$ cat config.mk
export PLATFORM = sky130hd
export DESIGN_NAME = icp_ctrl
export DESIGN_NICKNAME = d
export VERILOG_FILES = /design/src/rtl/core/icp_pkg.sv /design/src/rtl/core/icp_ctrl.sv
export SDC_FILE = /design/constraint.sdc
export NUM_CORES = 1
export LEC_CHECK = 0
export ABC_AREA = 1
export BUFFER_PORTS_ARGS = -buffer_cell sky130_fd_sc_hd__buf_2
export CAP_MARGIN = 20
export CORE_AREA = 5 5 42 44
export DETAILED_ROUTE_END_ITERATION = 10
export DIE_AREA = 0 0 47 49
export GPL_TIMING_DRIVEN = 0
export HOLD_SLACK_MARGIN = 0.06
export PLACE_DENSITY = 0.66
export SLEW_MARGIN = 5
export SYNTH_ARGS = -nofsm -noshare
export SYNTH_HDL_FRONTEND = slang
export SYNTH_SLANG_ARGS = --single-unit
$ cat constraint.sdc
create_clock -name clk -period 1.7 [get_ports clk]
set_clock_uncertainty 0.1 [all_clocks]
set_input_delay 0.34 -clock clk [delete_from_list [all_inputs] [get_ports clk]]
set_output_delay 0.34 -clock clk [all_outputs]
set_load 0.1 [all_outputs]
$ cat src/rtl/core/icp_pkg.sv
// ----------------------------------------------------------------------------
// icp_pkg
// Shared types, codes and a helper function for the Intcode step unit.
// ----------------------------------------------------------------------------
package icp_pkg;

  localparam int WORD_W = 64;
  localparam int RB_W   = 32;

  localparam logic [1:0] MODE_LOAD    = 2'd0;
  localparam logic [1:0] MODE_EXEC    = 2'd1;
  localparam logic [1:0] MODE_RESTART = 2'd2;
  localparam logic [1:0] MODE_SPARE   = 2'd3;

  localparam logic [1:0] STAT_RUN  = 2'd0;
  localparam logic [1:0] STAT_WAIT = 2'd1;
  localparam logic [1:0] STAT_HALT = 2'd2;
  localparam logic [1:0] STAT_ERR  = 2'd3;

  localparam logic [6:0] OP_ADD = 7'd1;
  localparam logic [6:0] OP_MUL = 7'd2;
  localparam logic [6:0] OP_IN  = 7'd3;
  localparam logic [6:0] OP_OUT = 7'd4;
  localparam logic [6:0] OP_JT  = 7'd5;
  localparam logic [6:0] OP_JF  = 7'd6;
  localparam logic [6:0] OP_LT  = 7'd7;
  localparam logic [6:0] OP_EQ  = 7'd8;
  localparam logic [6:0] OP_ARB = 7'd9;

  localparam logic [3:0] PM_POS = 4'd0;
  localparam logic [3:0] PM_IMM = 4'd1;
  localparam logic [3:0] PM_REL = 4'd2;

  localparam logic [63:0] HALT_WORD   = 64'd99;
  localparam logic [63:0] INSTR_LIMIT = 64'd100000;
  localparam logic signed [63:0] REL_MAX = 64'sd8589934592;
  localparam logic signed [63:0] REL_MIN = -64'sd8589934592;

  typedef enum logic [3:0] {
    S_CLEAR, S_IDLE, S_DISPATCH, S_DECODE, S_DIGIT, S_CHECK,
    S_OPLOC, S_OPADDR, S_OPVAL, S_MUL, S_EXEC, S_RESP
  } icp_state_t;

  typedef enum logic [3:0] {
    CMD_NONE, CMD_CLEAR, CMD_ACCEPT, CMD_DISPATCH, CMD_DECODE, CMD_DIGIT,
    CMD_CHECK, CMD_OPLOC, CMD_OPADDR, CMD_OPVAL, CMD_MUL, CMD_EXEC
  } icp_cmd_t;

  typedef struct packed {
    logic clr_last;
    logic finish;
    logic digit_last;
    logic opnd_last;
    logic is_mul;
    logic mul_last;
  } icp_stat_t;

  function automatic logic [1:0] param_count(input logic [6:0] op);
    logic [1:0] n;
    case (op)
      OP_ADD, OP_MUL, OP_LT, OP_EQ: n = 2'd3;
      OP_JT, OP_JF:                 n = 2'd2;
      OP_IN, OP_OUT, OP_ARB:        n = 2'd1;
      default:                      n = 2'd0;
    endcase
    return n;
  endfunction

endpackage

$ cat src/rtl/core/icp_ctrl.sv
// ----------------------------------------------------------------------------
// icp_ctrl
// Sequencer: steps the datapath through clear, dispatch, decode, digit, check,
// operand fetch, multiply, execute and response.
// ----------------------------------------------------------------------------
module icp_ctrl (
  input  logic              clk,
  input  logic              rst_n,
  input  logic              in_valid,
  output logic              in_ready,
  output logic              out_valid,
  input  logic              out_ready,
  input  icp_pkg::icp_stat_t stat,
  output icp_pkg::icp_cmd_t  cmd
);
  import icp_pkg::*;

  icp_state_t state_r, state_nxt;

  always_ff @(posedge clk) begin
    if (!rst_n) begin
      state_r <= S_CLEAR;
    end else begin
      state_r <= state_nxt;
    end
  end

  always_comb begin
    state_nxt = state_r;
    case (state_r)
      S_CLEAR:    if (stat.clr_last) state_nxt = S_IDLE;
      S_IDLE:     if (in_valid) state_nxt = S_DISPATCH;
      S_DISPATCH: state_nxt = stat.finish ? S_RESP : S_DECODE;
      S_DECODE:   state_nxt = stat.finish ? S_RESP : S_DIGIT;
      S_DIGIT:    if (stat.digit_last) state_nxt = S_CHECK;
      S_CHECK:    state_nxt = stat.finish ? S_RESP : S_OPLOC;
      S_OPLOC:    state_nxt = stat.finish ? S_RESP : S_OPADDR;
      S_OPADDR:   state_nxt = stat.finish ? S_RESP : S_OPVAL;
      S_OPVAL: begin
        if (stat.opnd_last) begin
          state_nxt = stat.is_mul ? S_MUL : S_EXEC;
        end else begin
          state_nxt = S_OPLOC;
        end
      end
      S_MUL:      if (stat.mul_last) state_nxt = S_EXEC;
      S_EXEC:     state_nxt = S_RESP;
      S_RESP:     if (out_ready) state_nxt = S_IDLE;
      default:    state_nxt = S_CLEAR;
    endcase
  end

  always_comb begin
    in_ready  = 1'b0;
    out_valid = 1'b0;
    cmd       = CMD_NONE;
    case (state_r)
      S_CLEAR:    cmd = CMD_CLEAR;
      S_IDLE: begin
        in_ready = 1'b1;
        cmd      = in_valid ? CMD_ACCEPT : CMD_NONE;
      end
      S_DISPATCH: cmd = CMD_DISPATCH;
      S_DECODE:   cmd = CMD_DECODE;
      S_DIGIT:    cmd = CMD_DIGIT;
      S_CHECK:    cmd = CMD_CHECK;
      S_OPLOC:    cmd = CMD_OPLOC;
      S_OPADDR:   cmd = CMD_OPADDR;
      S_OPVAL:    cmd = CMD_OPVAL;
      S_MUL:      cmd = CMD_MUL;
      S_EXEC:     cmd = CMD_EXEC;
      S_RESP:     out_valid = 1'b1;
      default:    cmd = CMD_NONE;
    endcase
  end
endmodule

Word-level counts from Yosys, hierarchy flattened --
Index checks and enable logic that the tools add are counted.
Word-level totals: flip-flop bits (word level) 4, input bits 10, output and inout port bits 6, word-level logic and storage cells 36
Operators by class: eq/ne operators 16, mux-type cells 17, reduce and logical (&&, ||, !) cells 2
Operators by type and width (count):
- $pmux 4 s12 | 1
- $pmux 4 s11 | 1
- $mux 4 | 10
- $eq 4x3->1 const B | 4
- $eq 4x4->1 const B | 4
- $ne 2x2->1 const B | 5
- $eq 4x2->1 const B | 2
- $mux 2 | 3
- $reduce_and 5->1 | 1
- $eq 4x1->1 const B | 1
- $logic_not 4->1 | 1
- $mux 1 | 2

Depth between registers and ports, before layout --
depth after elaboration 3, mapped depth 9, depth with buffers taken out 9

Least setup slack after synthesis --
Ideal clock, no wire load.
path kind reg2out, from reg state_r[3], to out in_ready, data arrival time 2.644 ns, data required time 1.260 ns, path slack -1.384 ns, stages on the path, launching flop included 4, path buffers 0, path through dfxtp_1 -> nor2_1 -> inv_1 -> nor3_1
On the way: word-level cells in the longest chain between the ends 2
Ends and longest elaborated chain:
- from (decl) | RTL line icp_ctrl.sv:18 | icp_state_t state_r, state_nxt;
- from (signal assigned) | RTL line icp_ctrl.sv:24 | state_r <= state_nxt;
- $eq 4x1->1 | RTL line icp_ctrl.sv:57 | case (state_r)
- $mux 1 | RTL line icp_ctrl.sv:57
- to (decl) | RTL line icp_ctrl.sv:10 | output logic in_ready,
Every way passes these cells.

Worst setup path after layout --
from reg state_r[0], to out cmd[1]
On the way: word-level cells in the longest chain between the ends 2, elaborated cells on any way between the ends 12
Ends and longest elaborated chain:
- $eq 4x4->1 (tied with other cells) | RTL line icp_ctrl.sv:57
- $pmux 4 s11 * | RTL line icp_ctrl.sv:57
- to (decl) | RTL line icp_ctrl.sv:14 | output icp_pkg::icp_cmd_t cmd
Mark *: on every way between the ends. The rest lies on a longest branch, timed or not.

==> run summary <==
largest net degree at the start of global routing -> 7
min-delay src -> rst_n
critical path arrival -> 1.32 ns
number of max-cap violations -> 0
Synth area leader -> nand2_1
worst-skew pair later-pin latency -> 0.23 ns
Critical Path RT -> 1.26 ns
Area Growth Syn to Fin -> 68.2%
WL per Instance -> 12.3 um
worst rel slew slack -> 68.0%
Post-synth ARST share -> 0%
Vias/cell -> 5.04
fin crit share -> 103%
DR pass1 iterations -> 4
worst r2r src -> state_r[2]$_SDFFE_PN0P_
mapped cell area -> 484 sq um
Slew @ Worst Pin -> 0.483 ns
die area -> 0.00230 sq mm
overflow left after global routing -> 0
fin crit period -> 1.76 ns
Max Clock Freq -> 569 MHz
Final #Nets -> 133
R2R Setup Slk -> 0.23 ns
# clock sinks -> 4
post-layout worst setup margin -> -0.0582 ns
Synth Flop Type -> dfxtp_1
routed wire length -> 1680 um
setup TNS -> -0.142 ns
Via Count -> 690
Top reg by flops -> state_r
Leakage -> 0.409 nW
cell count after synthesis -> 93
Post-Layout Cell Count -> 137
failing checks -> setup timing
max FFs per register -> 4
Max VDD drop -> 839 uV
final core utilization -> 58.1%
CTS H-tree depth -> 1
CP startpoint kind -> flop
most common cell in the netlist -> nand2_1
# DRC -> 0
first-pass GRT wire length -> 2580 um
# diodes -> 0
Final Setup Violations -> 3
number of synthesized register bits -> 4
fraction of layout cells with a size suffix above 1 -> 47.9%
CP Class -> flop to output pin
IO Pins -> 16
Hold Path End -> state_r[0]$_SDFFE_PN0P_
antenna viol nets, final -> 0
top cells by count, synth -> 29 x nand2_1, 15 x nor2_1, 13 x inv_1
PD cells -> 1470 mW/mm^2
final hold violation count -> 0
synth top area cells -> nand2_1 22%, dfxtp_1 17%, nor2_1 12%
Clock Path Buffers -> 2
Netlist cell types -> 18
hpwl dp -> 1100 um
die width -> 47 um
die height -> 49 um
RSZ-0062 raised after global routing -> yes
Crit. End Element -> output pin
Syn Nets -> 103
Synth warnings -> 0
Starting Density -> 34.6%
clk root buf -> clkbuf_4
pre-CTS setup slack -> -0.166 ns
Final Max Slew Viols -> 0
Port-buffer cells -> 15
status -> complete, but fails checks
Rows -> 14
initial antenna violation count -> 0
gr usage total -> 14.9%
vias in the first global route -> 622
share of the synthesized area in the top cell type -> 22.5%
syn_area_per_cell -> 5.21 sq um
Routability Congestion -> 0.908
CTS tree -> built
CORE AREA -> 0.00140 sq mm
Num CTS Buffers -> 3
clock slew at reported path FFs -> 0.04 ns
number of DRC markers in iteration 0 -> 44
sequential fraction of the synthesis area -> 16.5%
hold path cells -> 3
biggest regs -> state_r x4
placed cells -> 124
EDFF count, synth -> 0
worst min-delay path class -> input port to flop
crit-path max FO -> 6
r2r endpoint -> state_r[1]$_SDFFE_PN0P_
R2R depth -> 9
==> layer usage <==
metal	share of wire, %	vias up	track usage, %
li1	-	348	-
met1	40	304	19.3
met4	2.3	0	7.83
met3	5.3	6	0.738
met5	0	-	0
met2	53	32	23.8
==> report_power, final <==
group / internal [mW] / leakage [nW] / switching [mW] / total, mW
clock: 0.0790 / 0.0138 / 0.0390 / 0.118
sequential: 0.129 / 0.0356 / 0.0632 / 0.192
combinational: 0.274 / 0.360 / 0.616 / 0.890
==> critical path, stage by stage, from the launching register on <==
cell and delay, ns:
dfxtp_4 0.39, inv_4 0.06, nor2_4 0.10, nand2_2 0.07, o211ai_1 0.20, buf_6 0.26
==> cell usage in the layout, fill, tap and decap left out, drive strengths merged <==
master,netlist,final
a31oi,1,1
nand3,8,8
nor2,21,21
inv,15,15
clkbuf,0,3
buf,0,25
o21bai,1,1
nand3b,1,1
o21ai,1,1
nor3,1,1
o211ai,2,2
dfxtp,4,4
nand2,32,32
or2,1,1
a21oi,5,5
==> layout make-up <==
type                    instances  area, sq um
clock buffers                   3         22.5
flip-flops and latches          4         95.1
fillers                       136          587
inverters                      15         63.8
well taps                      16         20.0
multi-input cells              74          414
repair buffers                 25          199
==> cells by family (layout without fill, tap and decap cells) <==
logic type / Yosys count / in the layout / synth area share (%)
AND/OR/NAND/NOR: 64 / 64 / 58.9
AO/OA/AOI/OAI: 10 / 10 / 12.9
buffers and inverters: 15 / 43 / 11.6
flip-flops: 4 / 4 / 16.5
==> what timing repair did <==
action,CTS,global route
hold buffers,0,0
setup endpoints to repair,5,5
pin swaps,5,6
cloned,0,0
buffers inserted,6,4
resized for setup,19,9
==> through the flow <==
stage	hold slack, ns	instance area, sq um	power [mW]
finish	0.315	815	1.20
global route	0.329	815	1.27
detailed placement	0.436	626	0.919
CTS	0.291	754	1.14
global placement	0.436	626	0.916
floorplan	0.404	531	0.797
==> worst max-delay path by stage <==
stage                             from  endpoint  slack, ns  cells after the start
6_report       state_r[0]$_SDFFE_PN0P_    cmd[1]      -0.06                      5
5_1_grt        state_r[3]$_SDFFE_PN0P_    cmd[3]      -0.12                      5
4_1_cts        state_r[3]$_SDFFE_PN0P_    cmd[1]      -0.06                      5
3_5_place_dp   state_r[3]$_SDFFE_PN0P_    cmd[2]      -0.17                      5
3_3_place_gp   state_r[3]$_SDFFE_PN0P_    cmd[2]      -0.18                      5
2_1_floorplan  state_r[0]$_SDFFE_PN0P_    cmd[1]      -0.83                      4
Power figures use the tool's default switching activity.
